==> config.mk <==
export PLATFORM = sky130hd
export DESIGN_NAME = tad_edge_lane
export DESIGN_NICKNAME = d
export VERILOG_FILES = /design/src/tad_pkg.sv /design/src/tad_sqrt_pipe.sv /design/src/tad_edge_lane.sv
export SDC_FILE = /design/constraint.sdc
export NUM_CORES = 2
export LEC_CHECK = 0
export BUFFER_PORTS_ARGS = -buffer_cell sky130_fd_sc_hd__clkbuf_2
export CAP_MARGIN = 20
export CORE_MARGIN = 2
export CORE_UTILIZATION = 59
export CTS_CLUSTER_DIAMETER = 120
export DETAILED_ROUTE_END_ITERATION = 10
export PLACE_DENSITY = 0.78
export SLEW_MARGIN = 20
export SYNTH_ARGS = -nofsm -noshare
export SYNTH_HDL_FRONTEND = slang
export SYNTH_HIERARCHICAL = 1
export SYNTH_SLANG_ARGS = --single-unit
==> constraint.sdc <==
create_clock -name clk -period 6.4 [get_ports clk]
set_input_delay 0.96 -clock clk [delete_from_list [all_inputs] [get_ports clk]]
set_output_delay 0.96 -clock clk [all_outputs]
set_load 0.02 [all_outputs]
==> src/tad_pkg.sv <==
`timescale 1ns / 1ps
// tad_pkg: word types, widths and the depth divide helper for triangle_area_depth
package tad_pkg;

  localparam int CoordW = 16;
  localparam int SqSumW = 34;
  localparam int EdgeW = 17;
  localparam int SumW = 19;
  localparam int ProdW = 76;
  localparam int RootW = 39;
  localparam int AreaW = 36;
  localparam int ZSumW = 18;
  localparam int NumLanes = 3;

  typedef struct packed {
    logic signed [CoordW-1:0] ax;
    logic signed [CoordW-1:0] ay;
    logic signed [CoordW-1:0] az;
    logic signed [CoordW-1:0] bx;
    logic signed [CoordW-1:0] by_coord;
    logic signed [CoordW-1:0] bz;
    logic signed [CoordW-1:0] cx;
    logic signed [CoordW-1:0] cy;
    logic signed [CoordW-1:0] cz;
  } in_word_t;

  typedef struct packed {
    logic [AreaW-1:0] area;
    logic signed [CoordW-1:0] depth;
  } out_word_t;

  // truncating divide by three of an 18-bit signed sum, via reciprocal
  function automatic logic signed [CoordW-1:0] div3(input logic signed [ZSumW-1:0] v);
    logic [ZSumW-1:0] mag;
    logic [ZSumW+18:0] prod;
    logic [ZSumW-1:0] q;
    mag = v[ZSumW-1] ? ZSumW'(-v) : v;
    prod = (ZSumW+19)'(mag) * (ZSumW+19)'(19'd174763);
    q = prod[ZSumW+18:19];
    if (v[ZSumW-1]) q = ZSumW'(-q);
    return q[CoordW-1:0];
  endfunction

endpackage

==> src/tad_sqrt_pipe.sv <==
`timescale 1ns / 1ps
// tad_sqrt_pipe: pipelined restoring square root, one result bit per stage
module tad_sqrt_pipe #(
  parameter int InW = 34,
  parameter int OutW = 17
) (
  input  logic              clk,
  input  logic              en,
  input  logic [InW-1:0]    din,
  output logic [OutW-1:0]   root
);

  localparam int RemW = OutW + 2;
  localparam int ValW = 2 * OutW;

  logic [ValW-1:0] val_r [OutW+1];
  logic [RemW-1:0] rem_r [OutW+1];
  logic [OutW-1:0] q_r   [OutW+1];

  always_ff @(posedge clk) begin
    if (en) begin
      val_r[0] <= ValW'(din);
      rem_r[0] <= '0;
      q_r[0]   <= '0;
    end
  end

  for (genvar s = 0; s < OutW; s++) begin : g_stage
    logic [RemW-1:0] rem_sh;
    logic [RemW-1:0] trial;
    always_comb begin
      rem_sh = {rem_r[s][RemW-3:0], val_r[s][ValW-1:ValW-2]};
      trial  = {q_r[s], 2'b01};
    end
    always_ff @(posedge clk) begin
      if (en) begin
        val_r[s+1] <= {val_r[s][ValW-3:0], 2'b00};
        if (rem_sh >= trial) begin
          rem_r[s+1] <= rem_sh - trial;
          q_r[s+1]   <= {q_r[s][OutW-2:0], 1'b1};
        end else begin
          rem_r[s+1] <= rem_sh;
          q_r[s+1]   <= {q_r[s][OutW-2:0], 1'b0};
        end
      end
    end
  end

  assign root = q_r[OutW];

endmodule

==> src/tad_edge_lane.sv <==
`timescale 1ns / 1ps
// tad_edge_lane: one edge length lane, squared differences then root
module tad_edge_lane (
  input  logic                               clk,
  input  logic                               en,
  input  logic signed [tad_pkg::CoordW-1:0]  x0, y0, z0, x1, y1, z1,
  output logic [tad_pkg::EdgeW-1:0]          len
);

  localparam int DW = tad_pkg::CoordW + 1;
  localparam int SqW = 2 * DW;

  logic signed [DW-1:0] dx_r, dy_r, dz_r;
  logic [SqW-1:0] sx_r, sy_r, sz_r;
  logic [tad_pkg::SqSumW-1:0] sum_r;

  always_ff @(posedge clk) begin
    if (en) begin
      dx_r <= DW'(x0) - DW'(x1);
      dy_r <= DW'(y0) - DW'(y1);
      dz_r <= DW'(z0) - DW'(z1);
      sx_r <= SqW'(dx_r) * SqW'(dx_r);
      sy_r <= SqW'(dy_r) * SqW'(dy_r);
      sz_r <= SqW'(dz_r) * SqW'(dz_r);
      sum_r <= tad_pkg::SqSumW'(sx_r) + tad_pkg::SqSumW'(sy_r) + tad_pkg::SqSumW'(sz_r);
    end
  end

  tad_sqrt_pipe #(.InW(tad_pkg::SqSumW), .OutW(tad_pkg::EdgeW)) u_root (
    .clk(clk), .en(en), .din(sum_r), .root(len)
  );

endmodule

## After elaboration in Yosys (flattened, before gate mapping)

Memory sizes are Yosys's and may differ from the RTL's.
Cells that the tools add are included.

| operators by class | value |
|---|---|
| multipliers | 3 |
| magnitude comparators | 17 |
| bitwise logic cells | 34 |
| mux-type cells | 138 |
| add/subtract/negate cells | 22 |

Operator list:

| operator | count |
|---|---|
| 19-bit >= comparator | 17 |
| 19-bit 2-to-1 mux | 17 |
| 19-bit subtractor | 17 |
| 17-bit 2-to-1 mux | 17 |
| 1-bit 2-to-1 mux | 104 |
| 17-bit by 17-bit multiplier with 34-bit output | 3 |
| 34-bit adder | 2 |
| 16-bit by 16-bit subtractor with 17-bit output | 3 |
| 1-bit bitwise OR | 34 |

| storage, ports and cells | value |
|---|---|
| output and inout bits | 17 |
| word-level logic and storage cells | 224 |
| register bits | 187 |
| memories | 3 |
| memory bits (writable) | 1260 |
| bits of input ports | 98 |

Memory list:

| name | depth | bits a word | read ports | clocked after Yosys merged registers in | write ports | line | RTL |
|---|---|---|---|---|---|---|---|
| u_root.val_r | 18 | 34 | 17 | 0 | 18 | tad_sqrt_pipe.sv:16 | `logic [ValW-1:0] val_r [OutW+1];` |
| u_root.rem_r | 18 | 19 | 17 | 0 | 18 | tad_sqrt_pipe.sv:17 | `logic [RemW-1:0] rem_r [OutW+1];` |
| u_root.q_r | 18 | 17 | 18 | 0 | 18 | tad_sqrt_pipe.sv:18 | `logic [OutW-1:0] q_r [OutW+1];` |

## Depth between registers and ports, before layout

An unclocked memory read counts as a cell.

| depth | value |
|---|---|
| depth after elaboration | 6 |
| depth in mapped cells | 24 |
| gate-level depth less buffers | 24 |

## Modules after synthesis

Netlist, hierarchy kept.

Modules (own cells, without submodules):

| module | times used | cells an instance | area each (um^2) | seq. area each (um^2) |
|---|---|---|---|---|
| tad_edge_lane | 1 | 3912 | 39246.4 | 5525.3 |
| tad_sqrt_pipe | 1 | 2391 | 32383.6 | 21400.5 |

## Worst setup path after synthesis

No wires, ideal clock.

| path | value |
|---|---|
| path type | register to register |
| start | reg dy_r[16] |
| end | reg sy_r[33] (data pin) |
| stages on the path, launching flop included | 22 |
| library setup time | 0.266 ns |
| setup slack | 0.148 ns |
| path buffers | 2 |
| arrival | 5.986 ns |
| data required time | 6.134 ns |
| clock period less this slack | 6.252 ns |
| cell sequence | edfxtp_1 clkbuf_1 clkbuf_1 nand2_1 fa_1 inv_1 fa_1 fa_1 fa_1 fa_1 inv_1 fa_1 inv_1 ha_1 inv_1 nor2_1 and2_0 a311o_1 o21ai_1 o21a_1 mux2i_1 nand4_1 |

| on the way | value |
|---|---|
| word-level cells in the longest chain between the ends | 1 |

RTL lines:

| element | line | RTL |
|---|---|---|
| start, declared | tad_edge_lane.sv:13 | `logic signed [DW-1:0] dx_r, dy_r, dz_r;` |
| start signal, assigned | tad_edge_lane.sv:20 | `dy_r <= DW'(y0) - DW'(y1);` |
| 17-bit by 17-bit multiplier with 34-bit output | tad_edge_lane.sv:23 | `sy_r <= SqW'(dy_r) * SqW'(dy_r);` |
| end signal, assigned | tad_edge_lane.sv:23 |  |
| end, declared | tad_edge_lane.sv:14 | `logic [SqW-1:0] sx_r, sy_r, sz_r;` |

Every way passes these cells.
A chain may end at the register's enable or synchronous reset.

## Final worst setup path

| path | value |
|---|---|
| start | reg dx_r[4] |
| end | reg sx_r[31] (data pin) |

| on the way | value |
|---|---|
| word-level cells in the longest chain between the ends | 1 |

RTL lines:

| element | line | RTL |
|---|---|---|
| start, declared | tad_edge_lane.sv:13 |  |
| start signal, assigned | tad_edge_lane.sv:19 | `dx_r <= DW'(x0) - DW'(x1);` |
| 17-bit by 17-bit multiplier with 34-bit output | tad_edge_lane.sv:22 | `sx_r <= SqW'(dx_r) * SqW'(dx_r);` |
| end signal, assigned | tad_edge_lane.sv:22 |  |
| end, declared | tad_edge_lane.sv:14 |  |

Every way passes these cells.

==> results.py <==
metrics = {
    "run_status": {
        "status": "complete, no violations",
    },
    "final_layout": {
        "area_delta_synth_final_pct": 10.3,
        "fillers": 8953,
        "nets": 8075,
        "multi_input_area_sq_mm": 0.0397,
        "regArea_sq_mm": 0.0269,
        "drive_above_1_share": 0.0955,
        "final_core_util": 0.658,
        "n_antenna_cell": 0,
    },
    "drt": {
        "top_layer_used": "met4",
        "routed_via_density": 5.44,
        "num_vias": 45174,
        "routed-wl-met3_mm": 5.21,
        "drt-total-wl_mm": 143,
        "wl_met2_mm": 75.3,
        "drt-initial-drc-count": 2832,
        "ant_nets": 0,
        "wire_per_inst_um": 17.2,
        "drc": 0,
        "drtPass1Iterations": 6,
        "wl_met1_mm": 56.6,
    },
    "worst_setup_path": {
        "worst-endpoint-arrival_ns": 6.72,
        "critPathKind": "register to register",
        "cp-end-kind": "register",
        "critPathMaxFanout": 5,
        "worstPathRequired_ns": 6.86,
        "startpoint_type": "register",
    },
    "sta": {
        "tns_ns": 0,
        "fin_crit_sh": 0.979,
        "worst_slack_ns": 0.132,
        "max_slew_margin": 0.257,
        "worst_hold_slack_ns": 0.381,
        "worst_slew_pin_slew_ns": 1.11,
        "clock-skew-final_ns": 0.0705,
        "clock.fmax_mhz": 160,
        "hold_viol_final": 0,
        "slew_viol_final": 0,
        "rsz0062_at_grt": "yes",
        "setup_viol": 0,
        "fin_crit_ns": 6.27,
    },
    "die": {
        "io_pins": 115,
        "die_w_um": 352,
        "die_area_sq_mm": 0.124,
        "rows": 127,
        "start_util": 0.596,
        "dieHeight_um": 352,
        "coreArea_sq_mm": 0.120,
    },
    "placement": {
        "dp_hpwl_mm": 113,
        "pre_cts_slack_ns": -0.0470,
        "numPortBuffers": 114,
        "routabilityCongestion": 0.938,
    },
    "clocking": {
        "clk_pin_slew_ns": 0.07,
        "numClockSinks": 897,
        "clk_latency_ns": 0.70,
        "cts-hold-fix-buffers": 0,
        "h-tree-depth": 3,
        "numCtsBuffers": 95,
        "cts_max_path_buffers": 3,
        "cts_tree": "done",
        "clockRootBuffer": "clkbuf_16",
    },
    "synthesis": {
        "ys_seq_elements": 897,
        "avgSynthCellArea_sq_um": 11.4,
        "yosysWarnings": 6,
        "synth_most_common_cell": "inv_1",
        "seq_area_frac_synth": 0.376,
        "synth_edf_count": 896,
        "ys_top_cells_by_area": "edfxtp_1, fa_1, ha_1",
        "synthCells": 6303,
        "ys_types": 88,
        "synth_async_sr_flop_share": 0,
        "syn_area_sq_mm": 0.0716,
        "synth_top_cell_area_share": 0.376,
        "netlist_top_cells_count": "inv_1, edfxtp_1, fa_1, ha_1, nand2_1",
        "synth_top_area_cell": "edfxtp_1",
        "synthFlopType": "edfxtp_1",
    },
    "global_route": {
        "grt_usage": 0.236,
        "grt_pass1_vias": 48374,
        "globalRouteOverflowTotal": 0,
        "grt_pass1_wl_mm": 238,
        "grt_antenna_before_repair": 0,
        "grt_max_degree": 182,
    },
    "run": {
        "cap_violations": 0,
    },
    "min_path": {
        "hold_class": "register to register",
    },
}
==> metrics by stage <==
stage / cells / cell area (sq um)
2_1_floorplan: 6305 / 71600
3_3_place_gp: 8086 / 75200
3_5_place_dp: 8087 / 75200
4_1_cts: 8264 / 78300
5_1_grt: 8306 / 79000
6_report: 8306 / 79000
==> per-layer routing <==
metal / GRT usage / vias up
met5: 0 / -
met2: 0.432 / 1059
met3: 0.0259 / 348
met4: 0.0938 / 0
li1: - / 21333
met1: 0.285 / 22434
==> cell usage in the layout (no fill, tap or decap), types with 17 or more instances in the layout <==
| master | instances |
|---|---|
| clkbuf_16 | 96 |
| o21bai_1 | 18 |
| or3_1 | 25 |
| and2_1 | 204 |
| o21a_1 | 68 |
| fa_1 | 832 |
| a31o_2 | 17 |
| mux2_2 | 36 |
| a21oi_1 | 237 |
| nor3_1 | 77 |
| nor4_1 | 27 |
| nand2b_1 | 56 |
| nand2_1 | 401 |
| clkinv_1 | 17 |
| ha_1 | 510 |
| nor2b_1 | 79 |
| nor2_1 | 265 |
| a211oi_1 | 23 |
| o211ai_1 | 20 |
| inv_1 | 1275 |
| clkbuf_2 | 113 |
| and3_1 | 27 |
| xor2_1 | 126 |
| edfxtp_1 | 896 |
| nand4_1 | 27 |
| o21ai_1 | 26 |
| o21ai_0 | 171 |
| a21o_1 | 84 |
| xnor2_1 | 260 |
| nand3_1 | 68 |
| or2_2 | 20 |
| buf_4 | 203 |
| o31ai_1 | 18 |
==> layout make-up <==
class,instances,area share
inverters,1283,0.0610
flip-flops and latches,897,0.341
repair buffers,338,0.0304
clock buffers,107,0.0309
clock inverters,66,0.00839
well taps,1612,0.0255
multi-input cells,4003,0.503
==> registers in the layout, summed over array words and instances, names as in the netlist <==
| register | count |
|---|---|
| sz_r | 33 |
| u_root/rem_r | 254 |
| dz_r | 17 |
| sum_r | 34 |
| dy_r | 17 |
| u_root/q_r | 153 |
| dx_r | 17 |
| u_root/val_r | 306 |
| sy_r | 33 |
| sx_r | 33 |
==> worst paths after layout <==
check	from	to	slack [ns]	cells past startpoint
max	dx_r[4]$_DFFE_PP_	sx_r[31]$_DFFE_PP_	0.13	23
min	u_root/val_r[2][14]$_DFFE_PP_	u_root/val_r[3][16]$_DFFE_PP_	0.38	0
max reg2reg	dx_r[4]$_DFFE_PP_	sx_r[31]$_DFFE_PP_	0.13	23
min reg2reg	u_root/val_r[2][14]$_DFFE_PP_	u_root/val_r[3][16]$_DFFE_PP_	0.38	0
==> kinds of logic (layout without fill, tap and decap cells) <==
kind of cell | count (synthesis) | count (layout) | share of synthesized area
AO/OA/AOI/OAI | 832 | 832 | 0.0738
XOR/XNOR | 388 | 388 | 0.0474
adder cells (fa/ha/maj) | 1359 | 1359 | 0.325
buffers and inverters | 1405 | 1794 | 0.0738
flip-flops | 897 | 897 | 0.376
multiplexers | 60 | 60 | 0.00921
other | 1 | 3 | 0.0000524
AND/OR/NAND/NOR | 1361 | 1361 | 0.0945
==> critical path: stages (launching register included) <==
cell and delay, ns:
edfxtp_1 0.49, buf_4 0.19, inv_1 0.08, nor2_2 0.05, fa_1 0.50, inv_1 0.06, fa_1 0.50, fa_1 0.55
inv_1 0.07, fa_1 0.44, fa_1 0.51, inv_1 0.05, fa_1 0.47, inv_1 0.04, ha_1 0.28, a21o_1 0.18
a211oi_2 0.23, nor2_2 0.09, or3_4 0.37, o211ai_1 0.27, nand3_1 0.14, a31o_1 0.25, a21oi_2 0.15, xnor2_1 0.07
==> repair_timing <==
item,in CTS,in global routing
endpoints found under the setup margin,5,29
gates resized for setup,1,90
pin swaps,0,30
buffers inserted,4,42
Power is not shown: default switching activity piles up to over one toggle a cycle in this logic, so the estimate is an artifact.
